`src/design/bgsc_pkg.sv`:
```
// ---------------------------------------------------------------------------
// bgsc_pkg
// shared types, register indexes and reset values for the button gesture
// scroll control block
// ---------------------------------------------------------------------------
`default_nettype none

package bgsc_pkg;

  localparam int unsigned TimeW   = 32;
  localparam int unsigned MsW     = 16;
  localparam int unsigned StepW   = 3;
  localparam int unsigned OffW    = 16;
  localparam int unsigned CfgIdxW = 3;
  localparam int unsigned CfgW    = 16;

  localparam logic [CfgIdxW-1:0] CFG_LONG_PRESS   = 3'd0;
  localparam logic [CfgIdxW-1:0] CFG_HOLD         = 3'd1;
  localparam logic [CfgIdxW-1:0] CFG_DOUBLE_CLICK = 3'd2;
  localparam logic [CfgIdxW-1:0] CFG_SCROLL_PER   = 3'd3;
  localparam logic [CfgIdxW-1:0] CFG_BASE_STEP    = 3'd4;
  localparam logic [CfgIdxW-1:0] CFG_MIN_OFFSET   = 3'd5;

  localparam logic [MsW-1:0]   RST_LONG_PRESS   = 16'd1000;
  localparam logic [MsW-1:0]   RST_HOLD         = 16'd400;
  localparam logic [MsW-1:0]   RST_DOUBLE_CLICK = 16'd300;
  localparam logic [MsW-1:0]   RST_SCROLL_PER   = 16'd80;
  localparam logic [StepW-1:0] RST_BASE_STEP    = 3'd3;

  typedef enum logic [1:0] {
    MODE_DOWN   = 2'd0,
    MODE_TOP    = 2'd1,
    MODE_UP     = 2'd2,
    MODE_BOTTOM = 2'd3
  } mode_t;

  typedef struct packed {
    logic [MsW-1:0]          long_press_ms;
    logic [MsW-1:0]          hold_ms;
    logic [MsW-1:0]          double_click_ms;
    logic [MsW-1:0]          scroll_period_ms;
    logic [StepW-1:0]        base_step;
    logic signed [OffW-1:0]  min_offset;
  } cfg_t;

  typedef struct packed {
    logic                    exit_request;
    logic                    redraw;
    logic signed [OffW-1:0]  scroll_offset;
    mode_t                   scroll_mode;
  } res_t;

  typedef struct packed {
    logic                    prev_level;
    logic [TimeW-1:0]        press_time;
    logic [TimeW-1:0]        release_time;
    logic [TimeW-1:0]        scroll_time;
    logic                    holding;
    logic                    second_click_wait;
    logic                    single_click_pending;
    logic                    drain;
    mode_t                   mode;
    logic signed [OffW-1:0]  offset;
  } state_t;

endpackage

`default_nettype wire

```
`src/design/bgsc_cfg.sv`:
```
// ---------------------------------------------------------------------------
// bgsc_cfg
// configuration register file, written through a plain write port
// ---------------------------------------------------------------------------
`default_nettype none

module bgsc_cfg
  import bgsc_pkg::*;
(
  input  wire logic               clk,
  input  wire logic               rst,
  input  wire logic               cfg_we,
  input  wire logic [CfgIdxW-1:0] cfg_index,
  input  wire logic [CfgW-1:0]    cfg_wdata,
  output cfg_t                    cfg
);

  always_ff @(posedge clk) begin
    if (rst) begin
      cfg.long_press_ms    <= RST_LONG_PRESS;
      cfg.hold_ms          <= RST_HOLD;
      cfg.double_click_ms  <= RST_DOUBLE_CLICK;
      cfg.scroll_period_ms <= RST_SCROLL_PER;
      cfg.base_step        <= RST_BASE_STEP;
      cfg.min_offset       <= '0;
    end else if (cfg_we) begin
      case (cfg_index)
        CFG_LONG_PRESS:   cfg.long_press_ms    <= cfg_wdata;
        CFG_HOLD:         cfg.hold_ms          <= cfg_wdata;
        CFG_DOUBLE_CLICK: cfg.double_click_ms  <= cfg_wdata;
        CFG_SCROLL_PER:   cfg.scroll_period_ms <= cfg_wdata;
        CFG_BASE_STEP:    cfg.base_step        <= cfg_wdata[StepW-1:0];
        CFG_MIN_OFFSET:   cfg.min_offset       <= signed'(cfg_wdata[OffW-1:0]);
        default: ;
      endcase
    end
  end

endmodule

`default_nettype wire

```
`config.mk`:
```
export PLATFORM = sky130hd
export DESIGN_NAME = bgsc_cfg
export DESIGN_NICKNAME = d
export VERILOG_FILES = /design/src/design/bgsc_pkg.sv /design/src/design/bgsc_cfg.sv
export SDC_FILE = /design/constraint.sdc
export NUM_CORES = 1
export LEC_CHECK = 0
export BUFFER_PORTS_ARGS = -buffer_cell sky130_fd_sc_hd__buf_2
export CAP_MARGIN = 40
export CELL_PAD_IN_SITES_DETAIL_PLACEMENT = 1
export CELL_PAD_IN_SITES_GLOBAL_PLACEMENT = 1
export CORE_MARGIN = 2
export CORE_UTILIZATION = 29
export CTS_CLUSTER_DIAMETER = 50
export DETAILED_ROUTE_END_ITERATION = 12
export PLACE_DENSITY_LB_ADDON = 0.1
export REMOVE_ABC_BUFFERS = 1
export SYNTH_ARGS = -nofsm -noshare
export SYNTH_HDL_FRONTEND = slang
export SYNTH_SLANG_ARGS = --single-unit
```
`constraint.sdc`:
```
create_clock -name clk -period 1.3 [get_ports clk]
set_clock_uncertainty 0.15 [all_clocks]
set_input_delay 0.065 -clock clk [delete_from_list [all_inputs] [get_ports clk]]
set_output_delay 0.065 -clock clk [all_outputs]
set_load 0.02 [all_outputs]
```
==> results.md <==
* Outcome: completed
* Maximum clock insertion buffer count at 2
* Crit path max fanout at 2
* DR vias at approximately 2500
* Number of CTS-inserted buffers at 9
* Distinct cell type count after synthesis at 14
* Fin crit share at 81.96%
* Global-route wire length before repair at around 14 mm
* Synth Register Bits at between 80 and 90
* Cells after DPL at around 550
* Clk pin slew, worst setup/hold paths at about 0.06 ns
* Sequential power share at roughly half
* Row count at 39
* Final Non-Filler Cells at between 500 and 600
* Slew Limit Fails at 0
* DR vias/cell at roughly 4.4
* Placed wire-length estimate at 5.938 mm
* Fillcell total at ~1300
* Top Metal Used: met4
* Final setup viols at 0
* Tot Pwr at around 5.4 mW
* Hold_ws at roughly 0.035 ns
* Biggest register: cfg
* Seq/Total Area, Yosys at approximately 50%
* YS warnings at 0
* Minimum clock period at ~1.1 ns
* Metal2 WL at 4.001 mm
* VDD IR-drop max at between 400 and 500 uV
* Unrepaired setup endpoints after global routing: no
* PnR worst setup slack at between 0.2 and 0.25 ns
* Post-Syn Area at 3337 um^2
* Total track usage at 14.41%
* Cell family with most CP delay: flip-flops
* Setup TNS at 0 ns
* Buf+Inv Stages, Crit Path at 1
* FMAX at between 900 and 1000 MHz
* Pre-antenna DRT Iters at 4
* Finished Core Util at around two fifths
* Clock Sinks at 83
* PwrDens at 1206 nW/um^2
* Area leader, netlist: dfxtp_1
* Chip width at ~110 um
* Crit end category: output port
* CP Data Required Time at around 1.1 ns
* Iter 0 DRT Violations at 56
* Antenna violations before repair at 0
* Clk pwr share at between 40% and 50%
* Share of post-route cells with drive strength above 1 at 31.42%
* DRT antenna net count at 0
* Pre-CTS setup slack at -0.02108 ns
* Vias in the first global route at 2697
* CTS tree: done
* H-tree Lvls at 3
* Hold Path Depth at 4
* Worst path depth at 1
* WL/cell at between 10 and 15 um
* Slew headroom at a little under three quarters
* Starting Density at between 20 and 30%
* Core box area at roughly 11000 um^2
* Gr ovfl total at 0
* Mean post-synth cell area at around 11 um^2
* Pint at between 4 and 5 mW
* Critical path cell sequence: buf_2
* Synth area leaders: dfxtp_1 50%, mux2i_1 25%, nand2b_1 15%
* Met3 Wirelength at 502 um
* Worst r2r path cells at 2
* Met1 WL at 4.030 mm
* Area share of the largest cell type after synthesis at 49.79%
* Regs by FF count: cfg (83)
* P_sw at roughly 1.3 mW
* Design area at about 4500 um^2
* Final #Nets at about 450
* Worst path max stage delay at 0.35 ns
* Worst Path Arrival at 0.85 ns
* DRC viols at 0
* Worst path slowest cell: dfxtp_1
* Worst Path Class, Setup: register to output port
* Max_cap viols at 0
* Largest net degree at the start of global routing at 56
* Max reg flops at 83
* Worst skew pair latency at 0.33 ns
* Startpoint types: register
* Area Growth Syn to Fin at 35.02%
* Fin. Hold Viols at 0
* Worst-margin pin slew at 0.4144 ns
* P_leak at 2.221 nW
* Comb pwr share at about 9.2%
* Die area at 12380 um^2
* Post-Syn Instances at ~310
* Io pins at ~110
* Min-Delay Path Class: primary input to register
* Root Driver: clkbuf_16
* I/O Buffers at 104
* Placer Congestion at between 0.6 and 0.7
* N_diodes at 0
* Switching share of power at around a quarter
* Detailed Route WL at ~8.6 mm
* DP Area at around 4100 um^2
* Die Y at approximately 110 um
## cell usage after synthesis
master / instances
and4bb_2: 2
nand2b_1: 82
and4b_1: 1
clkbuf_1: 13
nand4bb_1: 2
nor2_1: 27
or4b_4: 1
dfxtp_1: 83
buf_6: 2
nor4bb_1: 1
nor4b_2: 1
nand4b_1: 2
mux2i_1: 83
buf_2: 9
## power groups by stage
stage	Sequential (mW)	Combinational, mW	Clock (mW)
after floorplan	2.75	0.177	0
after global placement	2.68	0.468	0
after detailed placement	2.69	0.474	0
after CTS	2.63	0.512	2.38
after global routing	2.63	0.545	2.51
final	2.63	0.501	2.30
## routing by layer
metal	up-vias	global-route usage (%)
met1	1204	18.29
met2	61	23.25
met3	7	4.647
li1	1265	-
met5	-	0
met4	0	4.691
## logic make-up after synthesis
kind of cell | share of synthesized area (%)
simple gates | 21.82
mux | 24.90
buf+inv | 3.487
flops | 49.79
## tightest hold or removal path: stages
cell and delay [ns]:
buf_2 0.10, nor4bb_1 0.06, buf_4 0.13, mux2i_1 0.10
## what timing repair did
item / 4_1_cts / 5_1_grt
hold buffers: 16 / 0
hold endpoints to repair: 81 / 0
gates resized for setup: 0 / 0
buffers inserted: 0 / 0
## cells in the final DEF (no fill, tap or decap), drive strengths merged
cell type    count
nand4bb          2
buf            119
nor4bb           1
or4b             1
clkinvlp         2
dfxtp           83
mux2i           83
clkinv           3
and4bb           2
nor2            27
dlygate4sd3     16
clkbuf          11
nand4b           2
nor4b            1
nand2b          82
and4b            1
## final timing paths
path / start / end / slack [ns]
worst max-delay path: cfg[8] / cfg[8] / 0.23
worst min-delay path: cfg_index[0] / cfg[37] / 0.03
worst max register to register: cfg[40] / cfg[40] / 0.53
worst min register to register: cfg[54] / cfg[54] / 0.32
## cell type report
type / count / area (um^2) / area share (%)
Timing Repair Buffer: 135 / 843.3 / 18.72
Sequential cell: 83 / 1662 / 36.88
Clock inverter: 5 / 30.03 / 0.6665
Clock buffer: 11 / 232.7 / 5.165
Multi-Input combinational cell: 202 / 1559 / 34.60
Tap cell: 143 / 178.9 / 3.971
Note: power is estimated with default switching activity, not from simulation.
